`config.mk`:
```
export PLATFORM = sky130hd
export DESIGN_NAME = rtch_front
export DESIGN_NICKNAME = d
export VERILOG_FILES = /design/src/design/rtch_pkg.sv /design/src/design/rtch_front.sv
export SDC_FILE = /design/constraint.sdc
export NUM_CORES = 1
export LEC_CHECK = 0
export BUFFER_PORTS_ARGS = -buffer_cell sky130_fd_sc_hd__clkbuf_2
export CORE_MARGIN = 1
export CORE_UTILIZATION = 50
export DETAILED_ROUTE_END_ITERATION = 16
export MAX_ROUTING_LAYER = met4
export PLACE_DENSITY = 0.76
export RECOVER_POWER = 100
export SETUP_SLACK_MARGIN = 0.2
export SYNTH_ARGS = -nofsm -noshare
export SYNTH_HDL_FRONTEND = slang
export SYNTH_SLANG_ARGS = --single-unit
```
`constraint.sdc`:
```
create_clock -name clk_i -period 18.75 [get_ports clk_i]
set_input_delay 2.8125 -clock clk_i [delete_from_list [all_inputs] [get_ports clk_i]]
set_output_delay 2.8125 -clock clk_i [all_outputs]
set_load 0.05 [all_outputs]
```
`src/design/rtch_pkg.sv`:
```
package rtch_pkg;

  typedef enum logic [2:0] {
    CFG_ORIGIN_X      = 3'd0,
    CFG_ORIGIN_Y      = 3'd1,
    CFG_ORIGIN_Z      = 3'd2,
    CFG_DIR_X         = 3'd3,
    CFG_DIR_Y         = 3'd4,
    CFG_DIR_Z         = 3'd5,
    CFG_MAX_DISTANCE  = 3'd6,
    CFG_DET_THRESHOLD = 3'd7
  } cfg_idx_e;

  // multiplicand sources
  typedef enum logic [3:0] {
    A_E1_0, A_E1_1, A_E1_2,
    A_P0,   A_P1,   A_P2,
    A_S0,   A_S1,   A_S2,
    A_Q0,   A_Q1,   A_Q2
  } a_sel_e;

  // multiplier sources, consumed one byte per cycle
  typedef enum logic [3:0] {
    B_D0,   B_D1,   B_D2,
    B_E0_0, B_E0_1, B_E0_2,
    B_S0,   B_S1,   B_S2,
    B_E1_0, B_E1_1, B_E1_2
  } b_sel_e;

  typedef enum logic [3:0] {
    DST_NONE, DST_P0, DST_P1, DST_P2, DST_DET, DST_UN,
    DST_Q0, DST_Q1, DST_Q2, DST_VN, DST_TN
  } dst_e;

  typedef struct packed {
    a_sel_e a_sel;
    b_sel_e b_sel;
    logic   sub;
    dst_e   dst;
  } uop_t;

  typedef struct packed {
    logic signed [15:0] dir_x;
    logic signed [15:0] dir_y;
    logic signed [15:0] dir_z;
    logic [31:0]        max_distance;
    logic [15:0]        det_threshold;
  } back_cfg_t;

  localparam int NUM_UOPS  = 24;
  localparam int UOP_IDX_W = 5;

  // P = D x E1, det = E0.P, un = S.P, Q = S x E0, vn = D.Q, tn = E1.Q
  function automatic uop_t uop_at(logic [UOP_IDX_W-1:0] idx);
    uop_t u;
    unique case (idx)
      5'd0:  u = '{A_E1_2, B_D1,   1'b0, DST_NONE};
      5'd1:  u = '{A_E1_1, B_D2,   1'b1, DST_P0};
      5'd2:  u = '{A_E1_0, B_D2,   1'b0, DST_NONE};
      5'd3:  u = '{A_E1_2, B_D0,   1'b1, DST_P1};
      5'd4:  u = '{A_E1_1, B_D0,   1'b0, DST_NONE};
      5'd5:  u = '{A_E1_0, B_D1,   1'b1, DST_P2};
      5'd6:  u = '{A_P0,   B_E0_0, 1'b0, DST_NONE};
      5'd7:  u = '{A_P1,   B_E0_1, 1'b0, DST_NONE};
      5'd8:  u = '{A_P2,   B_E0_2, 1'b0, DST_DET};
      5'd9:  u = '{A_P0,   B_S0,   1'b0, DST_NONE};
      5'd10: u = '{A_P1,   B_S1,   1'b0, DST_NONE};
      5'd11: u = '{A_P2,   B_S2,   1'b0, DST_UN};
      5'd12: u = '{A_S1,   B_E0_2, 1'b0, DST_NONE};
      5'd13: u = '{A_S2,   B_E0_1, 1'b1, DST_Q0};
      5'd14: u = '{A_S2,   B_E0_0, 1'b0, DST_NONE};
      5'd15: u = '{A_S0,   B_E0_2, 1'b1, DST_Q1};
      5'd16: u = '{A_S0,   B_E0_1, 1'b0, DST_NONE};
      5'd17: u = '{A_S1,   B_E0_0, 1'b1, DST_Q2};
      5'd18: u = '{A_Q0,   B_D0,   1'b0, DST_NONE};
      5'd19: u = '{A_Q1,   B_D1,   1'b0, DST_NONE};
      5'd20: u = '{A_Q2,   B_D2,   1'b0, DST_VN};
      5'd21: u = '{A_Q0,   B_E1_0, 1'b0, DST_NONE};
      5'd22: u = '{A_Q1,   B_E1_1, 1'b0, DST_NONE};
      5'd23: u = '{A_Q2,   B_E1_2, 1'b0, DST_TN};
      default: u = '{A_E1_0, B_D0, 1'b0, DST_NONE};
    endcase
    return u;
  endfunction

endpackage

```
`src/design/rtch_front.sv`:
```
module rtch_front #(
  parameter int COORD_BITS = 24,
  parameter int ID_BITS    = 16,
  parameter int ENT_W      = 9 * (COORD_BITS + 1) + ID_BITS + 1
) (
  input  logic                         clk_i,
  input  logic                         rst_ni,
  input  logic signed [COORD_BITS-1:0] origin_x_i,
  input  logic signed [COORD_BITS-1:0] origin_y_i,
  input  logic signed [COORD_BITS-1:0] origin_z_i,
  input  logic                         in_valid_i,
  output logic                         in_ready_o,
  input  logic [9*COORD_BITS-1:0]      in_vert_i,
  input  logic [ID_BITS-1:0]           in_id_i,
  input  logic                         in_fin_i,
  output logic                         ent_valid_o,
  input  logic                         ent_ready_i,
  output logic [ENT_W-1:0]             ent_o
);
  import rtch_pkg::*;

  localparam int EW = COORD_BITS + 1;

  logic signed [EW-1:0] ax, ay, az, bx, by, bz, cx, cy, cz;
  logic [ENT_W-1:0]     ent_new;
  logic [ENT_W-1:0]     fifo_q [2];
  logic                 wr_ptr_q, rd_ptr_q;
  logic [1:0]           cnt_q;
  logic                 push, pop;

  assign ax = EW'($signed(in_vert_i[0*COORD_BITS +: COORD_BITS]));
  assign ay = EW'($signed(in_vert_i[1*COORD_BITS +: COORD_BITS]));
  assign az = EW'($signed(in_vert_i[2*COORD_BITS +: COORD_BITS]));
  assign bx = EW'($signed(in_vert_i[3*COORD_BITS +: COORD_BITS]));
  assign by = EW'($signed(in_vert_i[4*COORD_BITS +: COORD_BITS]));
  assign bz = EW'($signed(in_vert_i[5*COORD_BITS +: COORD_BITS]));
  assign cx = EW'($signed(in_vert_i[6*COORD_BITS +: COORD_BITS]));
  assign cy = EW'($signed(in_vert_i[7*COORD_BITS +: COORD_BITS]));
  assign cz = EW'($signed(in_vert_i[8*COORD_BITS +: COORD_BITS]));

  // entry: E0, E1, S (x lowest), id, final flag
  assign ent_new = {in_fin_i, in_id_i,
                    EW'($signed(origin_z_i)) - az, EW'($signed(origin_y_i)) - ay,
                    EW'($signed(origin_x_i)) - ax,
                    cz - az, cy - ay, cx - ax,
                    bz - az, by - ay, bx - ax};

  assign in_ready_o  = (cnt_q != 2'd2);
  assign push        = in_valid_i && in_ready_o;
  assign ent_valid_o = (cnt_q != 2'd0);
  assign pop         = ent_valid_o && ent_ready_i;
  assign ent_o       = fifo_q[rd_ptr_q];

  always_ff @(posedge clk_i or negedge rst_ni) begin
    if (!rst_ni) begin
      wr_ptr_q <= 1'b0;
      rd_ptr_q <= 1'b0;
      cnt_q    <= 2'd0;
    end else begin
      if (push) begin
        fifo_q[wr_ptr_q] <= ent_new;
        wr_ptr_q         <= ~wr_ptr_q;
      end
      if (pop) rd_ptr_q <= ~rd_ptr_q;
      cnt_q <= cnt_q + 2'(push) - 2'(pop);
    end
  end

endmodule

```
Word-level counts from Yosys, hierarchy flattened:

Memory sizes are Yosys's and may differ from the RTL's.
Cells that the tools add are included.

* bits of input ports: 309
* memories: 1
* output and inout port bits: 244
* RAM bits: 484
* bits in registers: 4

Memory list
* fifo_q: words 2, width 242, rd ports 1, clocked after Yosys merged registers in 0, write ports 1, line rtch_front.sv:26 `logic [ENT_W-1:0] fifo_q [2];`

* reduce and logical (&&, ||, !) cells: 4
* add/subtract/negate cells: 11
* multiplexer cells: 2
* eq/ne operators: 1
* bitwise gates (word level): 2

Operators with widths (count)
* 24-bit by 24-bit subtractor with 25-bit output: 9
* 1-bit logical AND: 3
* 2-bit by 1-bit adder with 2-bit output: 1
* 1-bit two-way mux: 2
* 2-bit != test, second input constant: 1
* 1-bit NOT: 2
* 2-bit nonzero test: 1
* 2-bit by 1-bit subtractor with 2-bit output: 1

Depth between registers and ports, before layout:

* depth after elaboration: 5
* mapped depth: 11
* gate-level depth less buffers: 11

Least setup slack after synthesis:

OpenSTA, ideal clock, no wires.

* path type: input-to-reg
* from: input port in_valid_i
* to: memory fifo_q[0][0] (netlist bit), enable pin
* stages: 2
* arrival: 20.459 ns
* path buffers: 0
* path slack: -2.900 ns
* library setup time: 1.191 ns
* path through: nand2_1 -> nor3b_1

* cells in the longest elaborated chain, start to end: 4

RTL lines
* start: declaration: line rtch_front.sv:11 `input logic in_valid_i,`
* 1-bit logical AND: line rtch_front.sv:49 `assign push = in_valid_i && in_ready_o;`
* 1-bit two-way mux: line rtch_front.sv:60 `if (push) begin`
* 1-bit logical AND (not written as such): line rtch_front.sv:61 `fifo_q[wr_ptr_q] <= ent_new;`
* 1-bit two-way mux (not written as such): line rtch_front.sv:61
* end: declaration: line rtch_front.sv:26

Every way passes these cells.

Worst setup path in the final report:

* from: register rd_ptr_q
* to: output port ent_o[202]

* cells in the longest elaborated chain, start to end: 1

RTL lines
* start: declaration: line rtch_front.sv:27 `logic wr_ptr_q, rd_ptr_q;`
* start signal: assignment: line rtch_front.sv:64 `if (pop) rd_ptr_q <= ~rd_ptr_q;`
* memory read 2 x 242 bit
* end: declaration: line rtch_front.sv:18 `output logic [ENT_W-1:0] ent_o`

Every way passes these cells.

==> summary.md <==
The run finished, with violations left. The checks that failed: max-capacitance violations, max-slew violations. Counting flops with a built-in enable in the synthesized netlist gives 484. The run gives 76.5 mm as the post-detailed-routing wire length. In the final design database the tool counted 3428 nets. In this run the static leakage power is 13.5 nW.

The proportion of total power due to net switching was 0.414; the net switching power was 1.83 mW. The critical path launch point type was a flip-flop. The Yosys warning count is 0, and the clock latency at the later pin of the worst-skew pair is 0.59 ns. The cell repeated most along the worst path was sky130_fd_sc_hd__clkbuf_1. The proportion of power drawn by the clock network is 0.241, and the via count of the first global-routing pass is 20396. Synthesized netlist cell count: 2324. Setup repair after global routing left no endpoint under its margin. The fraction of power consumed by sequential logic is 0.338. Between clock sinks in the finished design, the worst skew comes to 0.0128 ns. TritonCTS built the clock tree. The tools report the count of final hold-check violations as 0. The logs give 0 for the number of remaining DRC errors and 3693 for the post-layout instance count excluding filler cells. Starting density of the core: 0.505. The final-report max-slew violation count was 748. Port buffering added 552 buffers. In this run the cell area measured after placement is 32000 um^2. The category of the worst setup path capture point was an output pin. TritonCTS created 54 clock buffers.

Tightest slew margin relative to the limit: -1.83. Hold repair after CTS inserted 0 buffers. For the share of the yosys chip area belonging to registers, the log shows 0.515. For the clock net sink count, the log shows 488. The total overflow left after global routing is 0. Ratio of cells with drive above 1 in the final layout: 0.213. The count of placed standard cells including taps was 3592; the clock transition at the register clock pins on the worst setup and hold paths after CTS was 0.06 ns.

Using the TritonRoute via totals, the vias-per-cell ratio works out to 5.70. Total power for the finished layout comes to 4.43 mW. The routed length per placed instance works out to 20.7 um. The fraction of power consumed by combinational cells is 0.421, and the average footprint of a synthesized cell is 12.2 um^2.

Total via count after detailed routing: 21048. The finished cells cover 33400 um^2. In this run the post-CTS setup repair buffer count came out at 0. The die covers 57800 um^2. Row generation in the floorplan step produced 87 rows. The slew at the pin closest to its max-slew limit works out to 4.24 ns. The highest attainable clock frequency came out at 0.0870 GHz. In this run, synthesis produced a sequential element count of 488.

The critical-path maximum fanout was 68. The tools report the number of primary I/O pins as 553. The run gives 0.262 as the global routing usage summed across all routing layers. The detail route stage leaves a number of antenna-violating nets equal to 0. Leaving out fill and tap cells, the most frequent cell in the layout is sky130_fd_sc_hd__edfxtp_1.

IR analysis of the VDD net gives a maximum drop of 0.109 mV. The internal portion of the total power is 2.60 mW. The largest single stage delay on the critical path is 2.68 ns. The data arrival at the endpoint of the critical path was 8.68 ns. For the final routed database, the setup TNS stands at 0 ns.

Detailed placement ended at an HPWL of 58.3 mm. The die width was 240 um; the area of the core was 56300 um^2. The synthesized netlist occupies a cell area of 28400 um^2.

The minimum clock period after layout was 11.50 ns; the post-route fraction of the period consumed by the critical path was 0.613. Share of flip-flops with an asynchronous set or reset: 0.00820. The prevailing post-synth register cell is sky130_fd_sc_hd__edfxtp_1.

First-pass GRT wire length: 112 mm. Entering global routing, the biggest net connects 75 pins. For the count of instances resized after the clock tree is built, the log shows 0. The congestion estimate from routability-driven global placement came to 0.990. Leaving out fill and tap cells, the most frequent cells in the layout are sky130_fd_sc_hd__edfxtp_1, sky130_fd_sc_hd__clkbuf_2, sky130_fd_sc_hd__clkbuf_1. The total number of H-tree levels came out at 2. The tools report the root buffer selected by CTS as sky130_fd_sc_hd__clkbuf_16. The signal on the critical path passes through clkbuf_1, clkbuf_1, mux2_2, clkbuf_1.

The category of the critical setup timing path is reg -> out. The logs give 4 for the initial antenna violation count and 0 for the final-report setup violation count. No sink is reached through more buffers than the 3 on the longest clock path. The library cell contributing the largest single delay on the critical path was sky130_fd_sc_hd__clkbuf_1. The pre-antenna-repair detailed-routing pass consisted of 5 iterations. Max-cap violations in this run came to 12. The number of nets in the synthesized netlist is 2860. In this run the worst hold path is classified as reg -> reg. The number of different library cells used by synthesis comes to 74. The die is 240 um tall. The run gives 4645 as the count of fill cells added during filler insertion. Relative to the synthesized area, the layout overhead comes to 17.6%. In this run, the number of DRC markers left after iteration 0 of detailed routing was 1588.

Data on the critical path is required at its endpoint by 15.94 ns. The total power per unit cell area was 133 nW/um^2; the minimum hold slack was 0.499 ns.
-- logic make-up (layout without fill, tap and decap cells) --
kind of cell / count (synthesis) / in the layout / share of synthesized area
xor gates and xnor gates: 174 / 174 / 0.0536
AOI/OAI and AO/OA: 571 / 571 / 0.133
other: 0 / 4 / 0
adders and majority gates: 227 / 227 / 0.102
DFF: 488 / 488 / 0.515
buffers and inverters: 210 / 819 / 0.0277
muxes: 248 / 248 / 0.0980
and+or+nand+nor: 406 / 406 / 0.0705
-- registers in the layout (all words and copies together), names as in the netlist --
name / count
cnt_q: 2
fifo_q: 484
rd_ptr_q: 1
wr_ptr_q: 1
-- cell usage after synthesis, types with 31 or more instances --
cell,n,area share
sky130_fd_sc_hd__mux2_2,243,0.096
sky130_fd_sc_hd__nand3_1,36,0.0063
sky130_fd_sc_hd__o21ai_0,95,0.017
sky130_fd_sc_hd__xnor2_1,118,0.036
sky130_fd_sc_hd__inv_1,160,0.021
sky130_fd_sc_hd__edfxtp_1,484,0.51
sky130_fd_sc_hd__o21a_1,41,0.011
sky130_fd_sc_hd__xor2_1,56,0.017
sky130_fd_sc_hd__a21oi_1,151,0.027
sky130_fd_sc_hd__ha_1,218,0.096
sky130_fd_sc_hd__a21o_1,107,0.028
sky130_fd_sc_hd__nand2_1,91,0.012
sky130_fd_sc_hd__nor2_1,109,0.014
sky130_fd_sc_hd__nor3_1,31,0.0055
sky130_fd_sc_hd__clkbuf_1,50,0.0066
sky130_fd_sc_hd__nor2b_1,36,0.0079
-- layer usage --
layer  vias up  wire, um  part of all wire  GRT usage
li1       9950         -                 -          -
met2       805     37200              0.49      0.426
met5         -         0                 0          -
met3       173      5760             0.075     0.0558
met4         0      3040             0.040      0.106
met1     10120     30500              0.40      0.319
-- worst max-delay path, delay by kind of cell, from the launching register on --
| family | cells | cell delay, ns |
|---|---|---|
| multiplexers | 1 | 0.56 |
| buffers and inverters | 3 | 5.46 |
| flip-flops | 1 | 1.92 |
-- area by class of cell --
class                      instances  area, um^2  share of cell area
antenna                            4        10.0            0.000299
clock buffer                      64        1390              0.0415
clock inverter                    33         392              0.0117
inverter                         160         601              0.0180
multi-input combinational       1626       12900               0.387
sequential                       488       14600               0.438
tap                              756         946              0.0283
timing repair buffer             562        2520              0.0753
-- path summary, 6_finish.rpt --
path | from | endpoint | slack [ns] | cells past startpoint
setup reg to reg | cnt_q[1] | fifo_q[0][215] | 9.21 | 6
max in group asynchronous | rst_ni | rd_ptr_q | 16.48 | 1
hold reg to reg | cnt_q[1] | cnt_q[1] | 0.50 | 1
setup / recovery | rd_ptr_q | ent_o[202] | 7.25 | 4
hold / removal | cnt_q[1] | cnt_q[1] | 0.50 | 1
min in group asynchronous | rst_ni | cnt_q[1] | 2.05 | 1
-- power groups by stage --
stage,sequential (mW),combinational (mW),clock [mW]
4_1_cts,1.48,1.90,1.09
3_5_place_dp,1.51,1.89,0
5_1_grt,1.51,1.96,1.13
3_3_place_gp,1.50,1.86,0
6_report,1.50,1.86,1.07
2_1_floorplan,1.50,1.47,0
-- stage by stage --
stage          setup WS (ns)   util
3_5_place_dp           12.65  0.569
6_report                7.25  0.594
4_1_cts                12.07  0.601
5_1_grt                 6.63  0.594
2_1_floorplan           5.73      -
3_3_place_gp           12.72  0.569
No activity file was read; power rests on OpenSTA's default activity.
